--- src/fstm_pkg.sv ---
// Shared types and constants of the flat span texture mapper.
// No dependencies; the controller, datapath, top level and checker import this package.
`timescale 1ns / 1ps

package fstm_pkg;

    localparam int MAX_RUN_DEF   = 64;
    localparam int TEXEL_DEPTH   = 4096;
    localparam int SHADE_DEPTH   = 256;
    localparam int OUT_FIFO_DEPTH = 4;

    localparam logic [1:0] OP_LOAD_TEXEL = 2'd0;
    localparam logic [1:0] OP_LOAD_SHADE = 2'd1;
    localparam logic [1:0] OP_START_SPAN = 2'd2;
    localparam logic [1:0] OP_EMIT_RUN   = 2'd3;

    // Commands from the controller to the datapath.
    typedef struct packed {
        logic tex_we;
        logic shade_we;
        logic span_load;
        logic issue;
        logic last;
    } fstm_cmd_t;

    // Status from the datapath to the controller.
    typedef struct packed {
        logic room;
    } fstm_stat_t;

endpackage

--- src/fstm_ctrl.sv ---
// Controller of the flat span texture mapper: decodes input beats and
// sequences the pixels of a run. Depends on fstm_pkg.
`timescale 1ns / 1ps

module fstm_ctrl
    import fstm_pkg::*;
#(
    parameter int MAX_RUN = MAX_RUN_DEF
) (
    input  logic       clk,
    input  logic       rst_n,
    input  logic       in_valid,
    output logic       in_stall,
    input  logic [1:0] operation,
    input  logic [6:0] run_length,
    input  fstm_stat_t stat,
    output fstm_cmd_t  cmd
);

    localparam int CNT_W = $clog2(MAX_RUN + 1);

    localparam logic ST_IDLE = 1'b0;
    localparam logic ST_RUN  = 1'b1;

    logic             state_reg;
    logic             state_next;
    logic [CNT_W-1:0] remain_reg;
    logic [CNT_W-1:0] remain_next;
    logic [CNT_W-1:0] len_sat;
    logic             accept;

    assign in_stall = (state_reg != ST_IDLE);
    assign accept   = in_valid && (state_reg == ST_IDLE);

    always_comb
    begin
        if (run_length > 7'(MAX_RUN))
        begin
            len_sat = CNT_W'(MAX_RUN);
        end
        else
        begin
            len_sat = CNT_W'(run_length);
        end
    end

    always_comb
    begin
        state_next    = state_reg;
        remain_next   = remain_reg;
        cmd           = '0;
        unique case (state_reg)
            ST_IDLE:
            begin
                if (accept)
                begin
                    unique case (operation)
                        OP_LOAD_TEXEL: cmd.tex_we    = 1'b1;
                        OP_LOAD_SHADE: cmd.shade_we  = 1'b1;
                        OP_START_SPAN: cmd.span_load = 1'b1;
                        OP_EMIT_RUN:
                        begin
                            // A run of length zero emits nothing.
                            if (len_sat != '0)
                            begin
                                remain_next = len_sat;
                                state_next  = ST_RUN;
                            end
                        end
                        default: ;
                    endcase
                end
            end
            ST_RUN:
            begin
                if (stat.room)
                begin
                    cmd.issue   = 1'b1;
                    cmd.last    = (remain_reg == CNT_W'(1));
                    remain_next = remain_reg - CNT_W'(1);
                    if (remain_reg == CNT_W'(1))
                    begin
                        state_next = ST_IDLE;
                    end
                end
            end
            default: state_next = ST_IDLE;
        endcase
    end

    always_ff @(posedge clk or negedge rst_n)
    begin
        if (!rst_n)
        begin
            state_reg  <= ST_IDLE;
            remain_reg <= '0;
        end
        else
        begin
            state_reg  <= state_next;
            remain_reg <= remain_next;
        end
    end

endmodule

--- config.mk ---
export PLATFORM = sky130hd
export DESIGN_NAME = fstm_ctrl
export DESIGN_NICKNAME = d
export VERILOG_FILES = /design/src/fstm_pkg.sv /design/src/fstm_ctrl.sv
export SDC_FILE = /design/constraint.sdc
export NUM_CORES = 1
export LEC_CHECK = 0
export ABC_CLOCK_PERIOD_IN_PS = 2680
export BUFFER_PORTS_ARGS = -buffer_cell sky130_fd_sc_hd__buf_2
export CORE_AREA = 2 2 39 41
export DETAILED_ROUTE_END_ITERATION = 16
export DIE_AREA = 0 0 41 43
export GPL_TIMING_DRIVEN = 0
export PLACE_DENSITY = 0.85
export SETUP_SLACK_MARGIN = 0.5
export SLEW_MARGIN = 20
export SYNTH_ARGS = -nofsm -noshare
export SYNTH_HDL_FRONTEND = slang
export SYNTH_SLANG_ARGS = --single-unit
--- constraint.sdc ---
create_clock -name clk -period 2.68 [get_ports clk]
set_clock_uncertainty 0.05 [all_clocks]
set_input_delay 0.134 -clock clk [delete_from_list [all_inputs] [get_ports clk]]
set_output_delay 0.134 -clock clk [all_outputs]
set_load 0.005 [all_outputs]
==> metrics.yaml, run 1 <==
timing:
  maxSlewViolCount: 0
  grt_setup_unrepaired: "no"
  setup_viol: 0
  finalHoldWorstSlack_ns: 0.0921
  fin_crit_sh: 0.644
  tightest_slew_ns: 0.437
  finalWorstPathRequiredPeriod_ns: 1.73
  setup-tns-final_ns: 0
  fmax_mhz: 579
  worst_slew_margin_rel: 0.706
  timing.final.hold_violations: 0
setup_path:
  worst_r2r_startpoint: "in_stall"
  cp.arrival_ns: 1.54
  timing.reg2reg.worst_path_depth: 5
  worst_setup_path_end_kind: "output pin"
  worstSetupEndpoint: "cmd[4]"
  criticalPathCategory: "flip-flop to output pin"
  setup.worst_path.start: "in_stall"
  timing.reg2reg.setup_slack_ns: 1.10
  timing.critical_path.fanout_max: 10
  crit_path_start_kind: "flip-flop"
  timing.rr.end: "remain_reg[3]"
  critPathRequiredTime_ns: 2.50
clock_tree:
  cts_buffers: 3
  clockBufferDepth: 2
  cts_tree: "built"
  numClockSinks: 8
  clkTransAtPathRegs_ns: 0.06
  clk_latency_ns: 0.26
  ctsHtreeMaxLevel: 1
  cts-root-buf: "sky130_fd_sc_hd__clkbuf_4"
grt:
  first_global_vias: 586
  grt_util_all_layers: 0.210
  grt.overflow.total: 0
  initial_antenna_violation_count: 0
  grt_first_pass_wirelength_um: 2480
  grt_max_degree: 11
placed_design:
  place.gp.congestion: 0.790
  io_buffer_count: 18
  dp_hpwl_um: 1230
final_layout:
  antennaDiodeCount: 0
  fillers: 124
  drive_above_1_share: 0.307
  syn_to_final_growth_pct: 22.8
  nets: 105
  largest_register_ffs: 7
power:
  worst_vdd_ir_mv: 0.398
  leakage_power_summed_over_all_cells_uw: 0.000352
  cellPowerDensity_mw_per_mm2: 961
drt:
  antenna_left: 0
  detailedRoute.firstIterationViolations: 15
  route.detailed.wl_per_inst_um: 15.4
  finalWirelength_um: 1600
  first_pass_iteration_count_of_the_detailed_router: 4
  post_drt_via_cell_ratio: 5.88
  met2_wl_um: 820
  met3_length_um: 64
  met1_length_um: 674
  routed-via-count: 612
  route.top_layer_used: "met4"
  post-route-drc-count: 0
floorplan:
  die_height_um: 43
  initial_core_util: 0.452
  total_number_of_placement_rows: 14
  dieWidth_um: 41
  fp.dieArea_mm2: 0.00176
  top_level_ports: 19
  core_area_mm2: 0.00138
logic_synthesis:
  postSynthNetCount: 81
  yosysTopAreaCellShare: 0.320
  yosys_warnings: 0
  postSynthCellCount: 66
  synth-edff-count: 0
  yosys_most_used_dff: "sky130_fd_sc_hd__dfrtp_1"
  synth_sequential_area_ratio: 0.320
  ys_async_sr_fraction: 1.00
  synth_area_per_cell_um2: 9.48
  yosys.cell_types.count: 35
  synth.cell_area_um2: 626
  synth-seq-cells: 8
  synth_area_leader_cell: "sky130_fd_sc_hd__dfrtp_1"
  netlist_top_cells_area: "sky130_fd_sc_hd__dfrtp_1, sky130_fd_sc_hd__mux2i_1, sky130_fd_sc_hd__ha_1"
run_status:
  outcome: "complete, no violations"
min_path:
  worstHoldPathType: "input port to flip-flop"
flow_run:
  timing.max_cap.violations: 0
==> what timing repair did <==
| action | 4_1_cts | 5_1_grt |
|---|---|---|
| gates resized for setup | 0 | 0 |
| setup buffers | 0 | 0 |
| endpoints found under the hold margin | 8 | 0 |
| hold buffers | 1 | 0 |
==> placed cells by master, fill, tap and decap left out, types with 2 or more instances in the layout <==
cell / count
sky130_fd_sc_hd__nand2b_1: 2
sky130_fd_sc_hd__a211oi_1: 2
sky130_fd_sc_hd__a21oi_1: 2
sky130_fd_sc_hd__o2bb2ai_1: 2
sky130_fd_sc_hd__nor3b_1: 2
sky130_fd_sc_hd__dfrtp_1: 8
sky130_fd_sc_hd__o21ai_0: 4
sky130_fd_sc_hd__buf_2: 19
sky130_fd_sc_hd__nand2_1: 3
sky130_fd_sc_hd__ha_1: 2
sky130_fd_sc_hd__mux2i_1: 3
sky130_fd_sc_hd__nor3_1: 5
sky130_fd_sc_hd__inv_1: 3
sky130_fd_sc_hd__a32oi_1: 2
sky130_fd_sc_hd__nor2_1: 4
sky130_fd_sc_hd__nor4bb_1: 2
sky130_fd_sc_hd__clkbuf_4: 3
==> stage by stage <==
| step | power, uW | instances | util | instance area, um^2 | setup WS [ns] |
|---|---|---|---|---|---|
| floorplan | 524 | 66 | - | 626 | 1.21 |
| global placement | 611 | 100 | 0.532 | 736 | 1.12 |
| detailed placement | 634 | 100 | 0.532 | 736 | 1.12 |
| CTS | 731 | 104 | 0.555 | 768 | 0.975 |
| global route | 794 | 104 | 0.555 | 768 | 0.868 |
| finish | 738 | 104 | 0.555 | 768 | 0.954 |
==> Yosys cell counts (all sizes together) (3+ instances only) <==
library cell and number:
o21ai 4, inv 3, nand2 3, nor2 5, nor3 5, dfrtp 8
mux2i 3, a21oi 3
==> how the worst min path moves through the flow <==
stage,from,to,slack [ns],cells past startpoint
floorplan,rst_n,in_stall,-0.21,0
global placement,rst_n,remain_reg[6],-0.06,1
detailed placement,rst_n,remain_reg[6],-0.06,1
CTS,run_length[3],remain_reg[3],0.1,2
global route,run_length[3],remain_reg[3],0.1,2
finish,run_length[3],remain_reg[3],0.09,2
==> cells by family after synthesis <==
group | after synthesis | synth area share
adders and majority gates | 2 | 0.0400
AOI/OAI and AO/OA | 18 | 0.220
buffers and inverters | 6 | 0.0500
muxes | 3 | 0.0480
DFF | 8 | 0.320
and+or+nand+nor | 29 | 0.322
==> critical path, stage by stage (launching register included) <==
cell and delay (ns):
sky130_fd_sc_hd__dfrtp_1 0.38, sky130_fd_sc_hd__buf_6 0.14, sky130_fd_sc_hd__clkbuf_1 0.23, sky130_fd_sc_hd__nor4b_1 0.36
sky130_fd_sc_hd__buf_2 0.17
==> power by group <==
group	switching (uW)	total (uW)	internal, uW
registers	64.5	244	180
clock network	47.6	99.3	51.7
logic	207	395	187
==> metal layers <==
layer  vias to the layer above  GRT usage
li1                        301          -
met1                       285      0.250
met2                        21      0.338
met3                         5     0.0314
met4                         0      0.120
met5                         -          0
==> cell type report <==
type / count / area, um^2 / area share
buffer: 3 / 20.0 / 0.0261
clock buffer: 3 / 22.5 / 0.0293
inverter: 3 / 11.3 / 0.0147
multi-input combinational: 52 / 394 / 0.513
sequential: 8 / 200 / 0.261
tap: 16 / 20.0 / 0.0261
timing repair buffer: 19 / 100 / 0.130
(Power assumes the default switching activity.)
==> run 2: changes to the inputs <==
--- a/config.mk
+++ b/config.mk
@@ -5,13 +5,14 @@
 export SDC_FILE = /design/constraint.sdc
 export NUM_CORES = 1
 export LEC_CHECK = 0
-export ABC_CLOCK_PERIOD_IN_PS = 2680
+export ABC_AREA = 1
+export ABC_CLOCK_PERIOD_IN_PS = 1500
 export BUFFER_PORTS_ARGS = -buffer_cell sky130_fd_sc_hd__buf_2
-export CORE_AREA = 2 2 39 41
+export CORE_MARGIN = 2
+export CORE_UTILIZATION = 45
 export DETAILED_ROUTE_END_ITERATION = 16
-export DIE_AREA = 0 0 41 43
 export GPL_TIMING_DRIVEN = 0
-export PLACE_DENSITY = 0.85
+export PLACE_DENSITY = 0.84
 export SETUP_SLACK_MARGIN = 0.5
 export SLEW_MARGIN = 20
 export SYNTH_ARGS = -nofsm -noshare
==> constraint.sdc (replaced) <==
create_clock -name clk -period 1.5 [get_ports clk]
set_clock_uncertainty 0.05 [all_clocks]
set_input_delay 0.075 -clock clk [delete_from_list [all_inputs] [get_ports clk]]
set_output_delay 0.075 -clock clk [all_outputs]
set_load 0.005 [all_outputs]
==> run 2 against run 1 <==
  * Global-route usage grew 5.3 points
  * Utilization up 20 points
  * Critical path depth grew 1
  * Clock power rose by 83%
  * Sequential share of layout area down 8.0 points
  * First-iteration DRC count increased by 130%
  * Area after synthesis increased by 9.4%
  * Critical endpoint is now cmd[0]
  * Largest power group unchanged
==> metrics.yaml, run 2 <==
final_layout:
  final_cell_mix: "sky130_fd_sc_hd__nand2_1, sky130_fd_sc_hd__buf_2, sky130_fd_sc_hd__buf_4"
  multiInputGateArea_um2: 531
  layout_commonest_cell: "sky130_fd_sc_hd__nand2_1"
  layout.core_utilization: 0.754
  antennaDiodeCount: 0
  largest_register_ffs: 7
  nets: 150
  total_area_of_sequential_cells_um2: 200
  fillers: 102
  syn_to_final_growth_pct: 62.2
  drive_above_1_share: 0.549
grt:
  first_global_vias: 829
  grt_first_pass_wirelength_um: 3560
  grt_max_degree: 9
  grt_util_all_layers: 0.263
  grt.overflow.total: 0
  initial_antenna_violation_count: 0
power:
  cellPowerDensity_mw_per_mm2: 1890
  leakage_power_summed_over_all_cells_uw: 0.000557
  switching_share: 0.477
  worst_vdd_ir_mv: 1.18
  net_switching_power_figure_uw: 1000
  p_int_uw: 1100
  power_frac_comb: 0.709
  relative_contribution_of_sequential_cells_to_total_power: 0.205
  clkPwrFrac: 0.086
logic_synthesis:
  synth-seq-cells: 8
  postSynthNetCount: 112
  ys_async_sr_fraction: 1.00
  yosysTopAreaCellShare: 0.293
  yosys.cell_types.count: 21
  yosys_warnings: 0
  synth_sequential_area_ratio: 0.293
  synth_most_common_cell: "sky130_fd_sc_hd__nand2_1"
  synth_commonest_cells: "sky130_fd_sc_hd__nand2_1, sky130_fd_sc_hd__inv_1, sky130_fd_sc_hd__nand3_1, sky130_fd_sc_hd__dfrtp_1, sky130_fd_sc_hd__nor2_1"
  postSynthCellCount: 97
  netlist_top_cells_area: "sky130_fd_sc_hd__dfrtp_1, sky130_fd_sc_hd__nand2_1, sky130_fd_sc_hd__nand3_1"
  yosys_most_used_dff: "sky130_fd_sc_hd__dfrtp_1"
  synth_area_per_cell_um2: 7.06
  synth-edff-count: 0
  synth.cell_area_um2: 684
  synth_area_leader_cell: "sky130_fd_sc_hd__dfrtp_1"
floorplan:
  total_number_of_placement_rows: 14
  core_area_mm2: 0.00147
  die_height_um: 43
  fp.dieArea_mm2: 0.00185
  initial_core_util: 0.465
  top_level_ports: 19
  dieWidth_um: 43
placed_design:
  placement.setup.worst_slack_ns: 0.149
  io_buffer_count: 18
  place.gp.congestion: 0.869
  dp_hpwl_um: 1300
timing:
  worst_slew_margin_rel: 0.776
  timing.final.hold_violations: 0
  tightest_slew_ns: 0.333
  maxSlewViolCount: 0
  setup_viol: 0
  fmax_mhz: 673
  postLayoutSetupSlackWorst_ns: 0.0143
  fin_crit_sh: 0.990
  grt_setup_unrepaired: "yes"
  finalWorstPathRequiredPeriod_ns: 1.49
flow_run:
  timing.max_cap.violations: 0
setup_path:
  criticalPathCategory: "flip-flop to output pin"
  cp.arrival_ns: 1.36
  timing.critical_path.fanout_max: 4
  crit_path_start_kind: "flip-flop"
  worst_setup_path_end_kind: "output pin"
  critPathRequiredTime_ns: 1.37
clock_tree:
  cts-root-buf: "sky130_fd_sc_hd__clkbuf_4"
  clk_latency_ns: 0.27
  clkTransAtPathRegs_ns: 0.05
  cts_buffers: 3
  ctsHtreeMaxLevel: 1
  numClockSinks: 8
  clockBufferDepth: 2
  cts_tree: "built"
drt:
  antenna_left: 0
  first_pass_iteration_count_of_the_detailed_router: 4
  route.detailed.wl_per_inst_um: 15.7
  post-route-drc-count: 0
  post_drt_via_cell_ratio: 5.58
  detailedRoute.firstIterationViolations: 34
  routed-via-count: 831
  finalWirelength_um: 2340
run_status:
  outcome: "complete, no violations"
min_path:
  worstHoldPathType: "input port to flip-flop"
## run 2: power by group through the flow
| stage | sequential [uW] | combinational (uW) | clock (uW) |
|---|---|---|---|
| 6_report | 431 | 1490 | 182 |
| 2_1_floorplan | 388 | 668 | 0 |
| 3_3_place_gp | 402 | 803 | 0 |
| 4_1_cts | 425 | 1250 | 178 |
| 5_1_grt | 437 | 1600 | 193 |
| 3_5_place_dp | 409 | 846 | 0 |
## run 2: cells by family (layout without fill, tap and decap cells)
logic type | count (synthesis) | after routing | synth area share
flip-flops | 8 | 8 | 0.293
AO/OA/AOI/OAI | 11 | 11 | 0.102
adder cells (fa/ha/maj) | 2 | 2 | 0.0366
buffers and inverters | 15 | 51 | 0.115
XOR/XNOR | 1 | 1 | 0.0128
AND/OR/NAND/NOR | 60 | 60 | 0.441
## run 2: worst paths after layout
check	endpoint	depth (start not counted)	slack [ns]	startpoint
max in group asynchronous	remain_reg[3]	2	1.09	rst_n
worst min-delay path	remain_reg[1]	5	0.10	run_length[1]
worst max-delay path	cmd[0]	5	0.01	remain_reg[3]
worst min register to register	remain_reg[6]	2	0.52	remain_reg[6]
min in group asynchronous	remain_reg[5]	2	0.13	rst_n
worst max register to register	remain_reg[6]	6	0.08	remain_reg[3]
## run 2: layout make-up
| cell class | count | share of cell area |
|---|---|---|
| multi-input combinational | 74 | 0.478 |
| timing repair buffer | 33 | 0.227 |
| sequential | 8 | 0.180 |
| inverter | 13 | 0.0530 |
| buffer | 2 | 0.0237 |
| clock buffer | 3 | 0.0203 |
| tap | 16 | 0.0180 |
## run 2: critical path, cell delays in order (launching register included)
cell                      delay (ns)
sky130_fd_sc_hd__dfrtp_1        0.43
sky130_fd_sc_hd__inv_2          0.09
sky130_fd_sc_hd__nand2_2        0.08
sky130_fd_sc_hd__nor4_4         0.24
sky130_fd_sc_hd__and2_4         0.19
sky130_fd_sc_hd__buf_6          0.08
## run 2: per-stage QoR
step / power, uW / instances / area, um^2 / setup TNS (ns) / hold slack (ns)
after floorplan: 1060 / 97 / 684 / 0 / -0.271
after global placement: 1210 / 131 / 795 / 0 / -0.124
after detailed placement: 1260 / 131 / 795 / 0 / -0.117
after CTS: 1850 / 145 / 1060 / -0.0182 / 0.108
after global routing: 2230 / 149 / 1110 / -0.0274 / 0.128
final: 2100 / 149 / 1110 / 0 / 0.105
## run 2: routing by layer
metal,track usage,part of all wire,routed length [um]
met5,0,0,0
met4,0.133,0.036,85
met3,0.0851,0.073,171
met2,0.467,0.54,1250
met1,0.274,0.35,826
## run 2: repair_timing
action	4_1_cts	5_1_grt
hold buffers	1	0
endpoints found under the hold margin	8	0
endpoints found under the setup margin	13	13
gates cloned	1	0
buffers inserted	9	4
pin swaps	8	3
gates resized for setup	29	10
==> run 3: changes to the inputs <==
--- a/config.mk
+++ b/config.mk
@@ -7,12 +7,12 @@
 export LEC_CHECK = 0
 export ABC_AREA = 1
 export ABC_CLOCK_PERIOD_IN_PS = 1500
-export BUFFER_PORTS_ARGS = -buffer_cell sky130_fd_sc_hd__buf_2
-export CORE_MARGIN = 2
-export CORE_UTILIZATION = 45
+export CORE_AREA = 2 2 39 41
 export DETAILED_ROUTE_END_ITERATION = 16
+export DIE_AREA = 0 0 41 43
+export DONT_BUFFER_PORTS = 1
 export GPL_TIMING_DRIVEN = 0
-export PLACE_DENSITY = 0.84
+export PLACE_DENSITY = 0.8
 export SETUP_SLACK_MARGIN = 0.5
 export SLEW_MARGIN = 20
 export SYNTH_ARGS = -nofsm -noshare
==> run 3 against run 2 <==
  * Hold slack lost 0.097 ns
  * Clock power fell by 4%
  * Utilization down 1.2 points
  * Maximum frequency rose by 7.6%
  * Critical path depth is 1 lower
  * Non-clock buffer count down 15
  * Die area shrank 4.7%
  * Total power decreased by 7.5%
  * Global-route usage is 3.0 points higher
  * First-iteration DRC count shrank 44%
==> metrics.yaml, run 3 (synthesized netlist as in run 2, its figures left out) <==
clock_tree:
  cts-root-buf: "sky130_fd_sc_hd__clkbuf_4"
  ctsHtreeMaxLevel: 1
  clockBufferDepth: 2
  cts_buffers: 3
  clkTransAtPathRegs_ns: 0.06
  cts_tree: "built"
  clk_latency_ns: 0.26
  numClockSinks: 8
grt:
  grt.overflow.total: 0
  initial_antenna_violation_count: 0
  grt_max_degree: 9
  grt_first_pass_wirelength_um: 3440
  first_global_vias: 814
  grt_util_all_layers: 0.294
setup_path:
  setup.worst_path.start: "remain_reg[3]"
  critPathRequiredTime_ns: 1.37
  worst_r2r_startpoint: "remain_reg[3]"
  worst_setup_path_end_kind: "output pin"
  crit_path_start_kind: "flip-flop"
  cp.arrival_ns: 1.26
  criticalPathCategory: "flip-flop to output pin"
  timing.critical_path.fanout_max: 4
power:
  worst_vdd_ir_mv: 1.07
  cellPowerDensity_mw_per_mm2: 1890
  leakage_power_summed_over_all_cells_uw: 0.000477
  relative_contribution_of_sequential_cells_to_total_power: 0.219
  net_switching_power_figure_uw: 922
  clkPwrFrac: 0.090
  power_frac_comb: 0.691
  p_int_uw: 1020
  switching_share: 0.474
floorplan:
  top_level_ports: 19
  dieWidth_um: 41
  initial_core_util: 0.495
  total_number_of_placement_rows: 14
  die_height_um: 43
  core_area_mm2: 0.00138
  fp.dieArea_mm2: 0.00176
timing:
  finalHoldWorstSlack_ns: 0.00821
  maxSlewViolCount: 0
  fmax_mhz: 724
  setup_viol: 0
  grt_setup_unrepaired: "yes"
  fin_crit_sh: 0.921
  timing.final.hold_violations: 0
  tightest_slew_ns: 0.388
  setup-tns-final_ns: 0
  finalWorstPathRequiredPeriod_ns: 1.38
  worst_slew_margin_rel: 0.741
final_layout:
  syn_to_final_growth_pct: 50.1
  drive_above_1_share: 0.458
  nets: 135
  largest_register_ffs: 7
  final_cell_mix: "sky130_fd_sc_hd__nand2_1, sky130_fd_sc_hd__buf_4, sky130_fd_sc_hd__nand3_1"
  antennaDiodeCount: 0
  layout_commonest_cell: "sky130_fd_sc_hd__nand2_1"
drt:
  antenna_left: 0
  detailedRoute.firstIterationViolations: 19
  finalWirelength_um: 2050
  post-route-drc-count: 0
  route.detailed.wl_per_inst_um: 15.3
  first_pass_iteration_count_of_the_detailed_router: 4
  post_drt_via_cell_ratio: 5.72
  routed-via-count: 767
placed_design:
  io_buffer_count: 0
  dp_hpwl_um: 1190
  place.gp.congestion: 0.794
min_path:
  worstHoldPathType: "input port to flip-flop"
  worst_hold_startpoint: "run_length[0]"
flow_run:
  timing.max_cap.violations: 0
run_status:
  outcome: "complete, no violations"
-- run 3: metal layers --
metal | vias to the layer above | part of all wire | GRT usage
met2 | 51 | 0.52 | 0.481
met1 | 351 | 0.36 | 0.330
met5 | - | 0 | 0
met4 | 0 | 0.035 | 0.193
met3 | 10 | 0.081 | 0.0366
li1 | 355 | - | -
-- run 3: power by group through the flow --
stage                     Sequential, uW  Combinational [uW]  Clock, uW
final                                426                1340        174
after global routing                 439                1450        196
after CTS                            425                1200        175
after detailed placement             410                 796          0
after global placement               408                 760          0
after floorplan                      388                 668          0
-- run 3: worst paths after layout --
| path | end | slack, ns | cells past startpoint |
|---|---|---|---|
| min in group asynchronous | in_stall | 0.12 | 1 |
| setup / recovery | cmd[0] | 0.12 | 4 |
| setup reg to reg | remain_reg[6] | 0.13 | 7 |
| hold / removal | remain_reg[0] | 0.008 | 4 |
| hold reg to reg | remain_reg[6] | 0.52 | 2 |
| max in group asynchronous | remain_reg[1] | 1.00 | 1 |
-- run 3: timing repair --
item,4_1_cts,5_1_grt
gates cloned,1,0
setup buffers,10,3
setup endpoints to repair,13,13
pin swaps,10,7
hold buffers,4,0
endpoints found under the hold margin,11,0
gates resized for setup,31,7
-- run 3: final cells by class --
type                    count  area [um^2]
multi-input cells          74          527
flip-flops and latches      8          200
inverters                  13         58.8
repair buffers             18          173
fillers                   107          357
clock buffers               3         22.5
plain buffers               2         26.3
well taps                  16         20.0
-- run 3: critical path, stage by stage (launching register included) --
cell	delay, ns
sky130_fd_sc_hd__dfrtp_1	0.41
sky130_fd_sc_hd__inv_2	0.09
sky130_fd_sc_hd__nand2_2	0.08
sky130_fd_sc_hd__nor4_4	0.23
sky130_fd_sc_hd__and2_4	0.19
-- run 3: through the flow --
| step | utilization | worst slack, ns | instance area [um^2] | total power (uW) | cells |
|---|---|---|---|---|---|
| final | 0.742 | 0.119 | 1030 | 1940 | 134 |
| after global routing | 0.742 | 0.0465 | 1030 | 2090 | 134 |
| after CTS | 0.716 | 0.0611 | 991 | 1800 | 131 |
| after detailed placement | 0.509 | 0.130 | 704 | 1210 | 113 |
| after global placement | 0.509 | 0.151 | 704 | 1170 | 113 |
| after floorplan | - | 0.261 | 684 | 1060 | 97 |
